**src/design/ehbd_pkg.sv**
```systemverilog
// ehbd_pkg: shared widths, reset values, register map and control types
// for the echo hiding bit detector; no dependencies
`timescale 1ns / 1ps
`default_nettype none

package ehbd_pkg;

  // field widths
  localparam int unsigned SAMPLE_W = 16;
  localparam int unsigned SEG_W    = 16;
  localparam int unsigned LAG_W    = 13;
  localparam int unsigned THR_W    = 31;
  localparam int unsigned PROD_W   = 2 * SAMPLE_W;
  localparam int unsigned SUM_W    = 48;

  // stream and bus widths
  localparam int unsigned S_TDATA_W = 16;
  localparam int unsigned M_TDATA_W = 8;
  localparam int unsigned PADDR_W   = 4;
  localparam int unsigned PDATA_W   = 32;

  // default sizing of the top level
  localparam int unsigned MAX_SEGMENT_DEF = 32768;
  localparam int unsigned MAX_LAG_DEF     = 8192;

  // register reset values
  localparam logic [SEG_W-1:0] SEG_LEN_RST   = SEG_W'(17640);
  localparam logic [LAG_W-1:0] LAG_SHORT_RST = LAG_W'(2205);
  localparam logic [LAG_W-1:0] LAG_LONG_RST  = LAG_W'(4410);
  localparam logic [THR_W-1:0] THRESHOLD_RST = THR_W'(5368709);

  // register map, word index of paddr
  typedef enum logic [1:0] {
    REG_SEG_LEN   = 2'd0,
    REG_LAG_SHORT = 2'd1,
    REG_LAG_LONG  = 2'd2,
    REG_THRESHOLD = 2'd3
  } reg_idx_e;

  // serial multiply operations at segment end
  typedef enum logic [1:0] {
    MUL_S0_N1  = 2'd0,
    MUL_S1_N0  = 2'd1,
    MUL_THR_N0 = 2'd2,
    MUL_T_N1   = 2'd3
  } mul_op_e;

  typedef struct packed {
    logic [SEG_W-1:0] seg_len;
    logic [LAG_W-1:0] lag_short;
    logic [LAG_W-1:0] lag_long;
    logic [THR_W-1:0] threshold;
  } cfg_t;

  typedef struct packed {
    logic    accept;
    logic    load_rd;
    logic    acc;
    logic    mul_load;
    mul_op_e op;
    logic    mul_step;
    logic    decide;
  } cmd_t;

  typedef struct packed {
    logic seg_end;
    logic mul_done;
    logic out_free;
  } status_t;

endpackage

`default_nettype wire

```
**src/design/ehbd_ctrl.sv**
```systemverilog
// ehbd_ctrl: one-hot sequencer for sample accumulation and the
// end-of-segment multiply and decide steps; depends on ehbd_pkg
`timescale 1ns / 1ps
`default_nettype none

module ehbd_ctrl
  import ehbd_pkg::*;
(
  input  wire logic    clk_i,
  input  wire logic    rst_ni,
  input  wire logic    in_valid_i,
  output logic         in_ready_o,
  input  wire status_t sts_i,
  output cmd_t         cmd_o
);

  typedef enum logic [11:0] {
    ST_IDLE   = 12'b0000_0000_0001,
    ST_LOAD   = 12'b0000_0000_0010,
    ST_ACC    = 12'b0000_0000_0100,
    ST_L0     = 12'b0000_0000_1000,
    ST_M0     = 12'b0000_0001_0000,
    ST_L1     = 12'b0000_0010_0000,
    ST_M1     = 12'b0000_0100_0000,
    ST_L2     = 12'b0000_1000_0000,
    ST_M2     = 12'b0001_0000_0000,
    ST_L3     = 12'b0010_0000_0000,
    ST_M3     = 12'b0100_0000_0000,
    ST_DECIDE = 12'b1000_0000_0000
  } state_e;

  state_e state_q, state_d;

  // next state and command decode
  always_comb begin
    cmd_o      = '0;
    in_ready_o = 1'b0;
    state_d    = state_q;
    unique case (state_q)
      ST_IDLE: begin
        in_ready_o = 1'b1;
        if (in_valid_i) state_d = ST_LOAD;
      end
      ST_LOAD: begin
        cmd_o.load_rd = 1'b1;
        state_d       = ST_ACC;
      end
      ST_ACC: begin
        cmd_o.acc = 1'b1;
        if (sts_i.seg_end) begin
          state_d = ST_L0;
        end else begin
          in_ready_o = 1'b1;
          state_d    = in_valid_i ? ST_LOAD : ST_IDLE;
        end
      end
      ST_L0: begin
        cmd_o.mul_load = 1'b1;
        cmd_o.op       = MUL_S0_N1;
        state_d        = ST_M0;
      end
      ST_M0: begin
        cmd_o.mul_step = 1'b1;
        if (sts_i.mul_done) state_d = ST_L1;
      end
      ST_L1: begin
        cmd_o.mul_load = 1'b1;
        cmd_o.op       = MUL_S1_N0;
        state_d        = ST_M1;
      end
      ST_M1: begin
        cmd_o.mul_step = 1'b1;
        if (sts_i.mul_done) state_d = ST_L2;
      end
      ST_L2: begin
        cmd_o.mul_load = 1'b1;
        cmd_o.op       = MUL_THR_N0;
        state_d        = ST_M2;
      end
      ST_M2: begin
        cmd_o.mul_step = 1'b1;
        if (sts_i.mul_done) state_d = ST_L3;
      end
      ST_L3: begin
        cmd_o.mul_load = 1'b1;
        cmd_o.op       = MUL_T_N1;
        state_d        = ST_M3;
      end
      ST_M3: begin
        cmd_o.mul_step = 1'b1;
        if (sts_i.mul_done) state_d = ST_DECIDE;
      end
      ST_DECIDE: begin
        if (sts_i.out_free) begin
          cmd_o.decide = 1'b1;
          state_d      = ST_IDLE;
        end
      end
      default: state_d = ST_IDLE;
    endcase
    cmd_o.accept = in_ready_o & in_valid_i;
  end

  // state register
  always_ff @(posedge clk_i or negedge rst_ni) begin
    if (!rst_ni) begin
      state_q <= ST_IDLE;
    end else begin
      state_q <= state_d;
    end
  end

endmodule

`default_nettype wire

```
**config.mk**
```make
export PLATFORM = sky130hd
export DESIGN_NAME = ehbd_ctrl
export DESIGN_NICKNAME = d
export VERILOG_FILES = /design/src/design/ehbd_pkg.sv /design/src/design/ehbd_ctrl.sv
export SDC_FILE = /design/constraint.sdc
export NUM_CORES = 1
export LEC_CHECK = 0
export ABC_CLOCK_PERIOD_IN_PS = 2800
export BUFFER_PORTS_ARGS = -buffer_cell sky130_fd_sc_hd__buf_2
export CORE_UTILIZATION = 53
export DETAILED_ROUTE_END_ITERATION = 8
export PLACE_DENSITY = 0.74
export SLEW_MARGIN = 20
export SYNTH_ARGS = -nofsm -noshare
export SYNTH_HDL_FRONTEND = slang
export SYNTH_SLANG_ARGS = --single-unit
```
**constraint.sdc**
```tcl
create_clock -name clk_i -period 2.8 [get_ports clk_i]
set_input_delay 0.56 -clock clk_i [delete_from_list [all_inputs] [get_ports clk_i]]
set_output_delay 0.56 -clock clk_i [all_outputs]
set_load 0.02 [all_outputs]
```
## Word level (Yosys, flattened, before mapping)

Index checks and enable logic that the tools add are counted.

| storage, ports and cells | value |
|---|---|
| input bits | 6 |
| register bits | 12 |
| output and inout port bits | 9 |

| operators by class | value |
|---|---|
| eq/ne operators | 18 |
| bitwise gates (word level) | 1 |
| reduce and logical (&&, ||, !) cells | 2 |
| muxes and demuxes | 17 |

Operators by type and width:

| operator | count |
|---|---|
| case mux 12 bit (12 select lines) | 1 |
| 2-to-1 mux 12 bit | 6 |
| == test 12 x 1 -> 1 bit (second input constant) | 1 |
| == test 12 x 10 -> 1 bit (second input constant) | 1 |
| == test 12 x 11 -> 1 bit (second input constant) | 1 |
| == test 12 bit (second input constant) | 1 |
| == test 12 x 2 -> 1 bit (second input constant) | 1 |
| == test 12 x 3 -> 1 bit (second input constant) | 1 |
| == test 12 x 4 -> 1 bit (second input constant) | 1 |
| == test 12 x 5 -> 1 bit (second input constant) | 1 |
| == test 12 x 6 -> 1 bit (second input constant) | 1 |
| == test 12 x 7 -> 1 bit (second input constant) | 1 |
| == test 12 x 8 -> 1 bit (second input constant) | 1 |
| == test 12 x 9 -> 1 bit (second input constant) | 1 |
| inequality test 2 bit (second input constant) | 6 |
| case mux 3 bit (4 select lines) | 1 |
| 2-to-1 mux 1 bit | 6 |
| AND reduction 6 bit | 1 |
| 2-to-1 mux 4 bit | 1 |
| OR reduction 4 bit | 1 |
| 2-to-1 mux 2 bit | 1 |
| case mux 1 bit (2 select lines) | 1 |
| AND 1 bit | 1 |

## Logic depth before layout (Yosys ltp)

| logic depth | value |
|---|---|
| depth in word-level cells | 3 |
| mapped depth | 8 |
| gate-level depth less buffers | 5 |

## Worst setup path after synthesis

No wires, ideal clock.

| path | value |
|---|---|
| kind | reg-to-output |
| from | register state_q[5] |
| to | output port cmd_o[7] (netlist name) |
| path buffers | 3 |
| required time | 2,240 ps |
| stages on the path, launching flop included | 8 |
| arrival | 2,505 ps |
| setup slack | -265 ps |
| path through | dfrtp_1 > buf_6 > or4_4 > buf_6 > or3_1 > buf_2 > nor3_1 > and2_1 |

RTL lines:

| item | line | RTL |
|---|---|---|
| start, declared | ehbd_ctrl.sv:32 | `state_e state_q, state_d;` |
| start signal, assigned | ehbd_ctrl.sv:109 | `state_q <= state_d;` |
| end, declared | ehbd_ctrl.sv:14 | `output cmd_t cmd_o` |

==> impl_metrics.toml <==
[yosys]
yosys_warnings = 0
synth_seq_cells = 12
postSynth.asyncResetShare_pct = 100
synth_enable_flop_cells = 0
postSynthNetCount = 100
yosys_most_used_dff = "dfrtp_1"
postSynthCellCount = 94
synth_sequential_area_ratio_pct = 36.1
synthDominantAreaCellType = "dfrtp_1"
mean_cell_area_of_the_mapped_netlist_um2 = 8.89
post_synth_num_cell_types = 34
mappedNetlistArea_um2 = 836
post-synth-top-area-fraction_pct = 32.9
ys_top_cells_by_area = "dfrtp_1 33%, nor2_1 4.5%, nor4_1 4.5%"

[clock_network]
htree_num_levels = 1
cts_tree = "done"
tritoncts.num_buffers = 3
cts-root-buf = "clkbuf_4"
ctsHoldBuffers = 0
cts_buffer_depth = 2
clk-insertion-delay-late_ps = 280
cts_sinks = 12
clkSlewWorstSetupHoldPaths_ps = 80

[route]
drcViolationCount = 0
drt-pass1-iter-count = 5
detail-route-antenna-nets = 0
detail_route.wl_per_cell_um = 15.9
drt_iter0_markers = 58
drt-vias-per-instance = 6.27
totalWireLength_mm = 2.05
via_count = 809

[floorplanning]
initial_core_util_pct = 60.5
io_pins = 15
die_ar_mm2 = 0.00174
floorplan.die.height_um = 41.7
die_w_um = 41.7
core_region_area_mm2 = 0.00138
rows = 13

[pwr]
power_density_over_the_cells_mw_per_mm2 = 729
vdd.ir_drop.worst_mv = 0.644
leakagePower_uw = 0.000509

[run]
max-cap-violations = 0

[worst_setup_path]
reg2reg_setup_slack_ps = 390
worst-path-max-fanout = 7
worstSetupEndpointType = "output port"
cp.arrival_ps = 2250
worst-r2r-cell-count = 6
crit_type = "register to output port"
critPathLaunchType = "register"
worst-endpoint-required_ps = 2240

[grt]
global_route.usage.total_pct = 24.2
vias_in_the_first_global_route = 696
grt_antenna_before_repair = 0
grt_pass1_wl_mm = 3.15
largest_net_degree_at_the_start_of_global_routing = 13
overflow = 0

[hold_path]
holdCritPathClass = "input port to async pin"

[timing]
period_minus_ws_final_ps = 2810
final-setup-viol-count = 1
fmax_mhz = 356
timing.hold.ws_ps = 140
final-max-slew-violation-count = 0
worstMarginPinSlew_ps = 362
timing.clock.skew_ps = 4.13
finalHoldViolCount = 0
grt_setup_unrepaired = "yes"
final_min_period_over_clock_period_pct = 100
least_setup_slack_across_all_paths_after_layout_ps = -10.5
max-slew-margin-rel_pct = 75.5
setup-tns-final_ps = -10.5

[run_status]
violated_checks = "setup timing"
run_status = "complete, but fails checks"

[final_layout]
fillerInstances = 106
antennaDiodeCount = 0
area_growth_pct = 23.7
drive_gt1_share_pct = 36.0
layoutNonFillerInstCount = 129
largest_register_ff_count = 12
biggest_regs = "state_q x12"
largest-register = "state_q"
nNetsFinal = 121

[place]
io_buffers = 14
numPlacedInstances = 123
finalWeightedCongestion = 0.889
detailed_place_hpwl_mm = 1.35
worst paths after layout:
check | start | end
setup / recovery | state_q[4] | cmd_o[5]
hold / removal | rst_ni | state_q[2]
setup reg to reg | state_q[4] | state_q[4]
hold reg to reg | state_q[6] | state_q[10]
max in group asynchronous | rst_ni | state_q[0]
min in group clk_i | sts_i[1] | state_q[8]
where the power goes:
part	internal [uW]	switching [uW]
Combinational	166	216
Clock	79.3	64.5
Sequential	200	27.2
layout by cell type, fill, tap and decap left out, types with 2 or more instances in the layout:
| cell type | n |
|---|---|
| nor4b_1 | 3 |
| a21o_1 | 2 |
| nor2_1 | 9 |
| buf_2 | 12 |
| nor4_2 | 2 |
| xnor2_1 | 4 |
| nor4_1 | 5 |
| a21oi_1 | 2 |
| and2b_1 | 2 |
| buf_4 | 9 |
| or2_2 | 2 |
| nand4b_1 | 2 |
| or4_1 | 4 |
| o21ai_0 | 2 |
| or4_4 | 2 |
| clkbuf_4 | 3 |
| and2_1 | 3 |
| inv_1 | 5 |
| nand2b_1 | 4 |
| or3_1 | 2 |
| nor3_1 | 4 |
| dfrtp_1 | 10 |
| nand3_1 | 2 |
cells in the mapped netlist, types with 3 or more instances:
library cell	count
or4_1	4
dfrtp_1	11
xnor2_1	4
inv_1	5
and2_1	4
nor3_1	5
or3_1	3
nor2_1	10
nor4_1	6
nor4b_1	4
nand2b_1	4
metal layers:
metal	share of wire (%)	wire, um	track usage (%)	up-vias
met5	0	0	0	-
met1	44	898	34.6	374
met2	45	929	34.4	41
met3	8.3	169	4.35	7
met4	2.5	51	13.5	0
li1	-	-	-	387
per-stage QoR:
| step | setup slack (ps) | util [%] | cell area, um2 | total power, uW |
|---|---|---|---|---|
| final | -10.5 | 74.8 | 1030 | 754 |
| after global routing | -55.0 | 74.8 | 1030 | 796 |
| after CTS | 13.1 | 71.6 | 990 | 710 |
| after detailed placement | 214 | 68.1 | 941 | 550 |
| after global placement | 250 | 68.1 | 941 | 544 |
| after floorplan | -45.9 | - | 847 | 473 |
critical path, cell delays in order (launching register included):
cell,delay (ps)
dfrtp_2,440
or4_4,600
or3_4,440
nor4b_4,300
buf_4,190
cells by family (layout without fill, tap and decap cells):
logic type	count (synthesis)	after routing	synth area share, %
AOI/OAI and AO/OA	13	13	11.8
xor gates and xnor gates	4	4	4.19
buffers and inverters	11	31	7.04
DFF	12	12	36.1
and+or+nand+nor	54	54	40.9
final cells by class:
cell class / count / area [um2] / area share, %
clock buffer: 4 / 36.3 / 3.51
multi-input combinational: 71 / 518 / 50.1
inverter: 5 / 18.8 / 1.82
sequential: 12 / 303 / 29.3
tap: 15 / 18.8 / 1.82
timing repair buffer: 22 / 139 / 13.4
what timing repair did:
action,in CTS,in global routing
pin swaps,1,4
resized for setup,3,7
endpoints found under the setup margin,3,3
setup buffers,0,2
No activity file was read; power rests on OpenSTA's default activity.
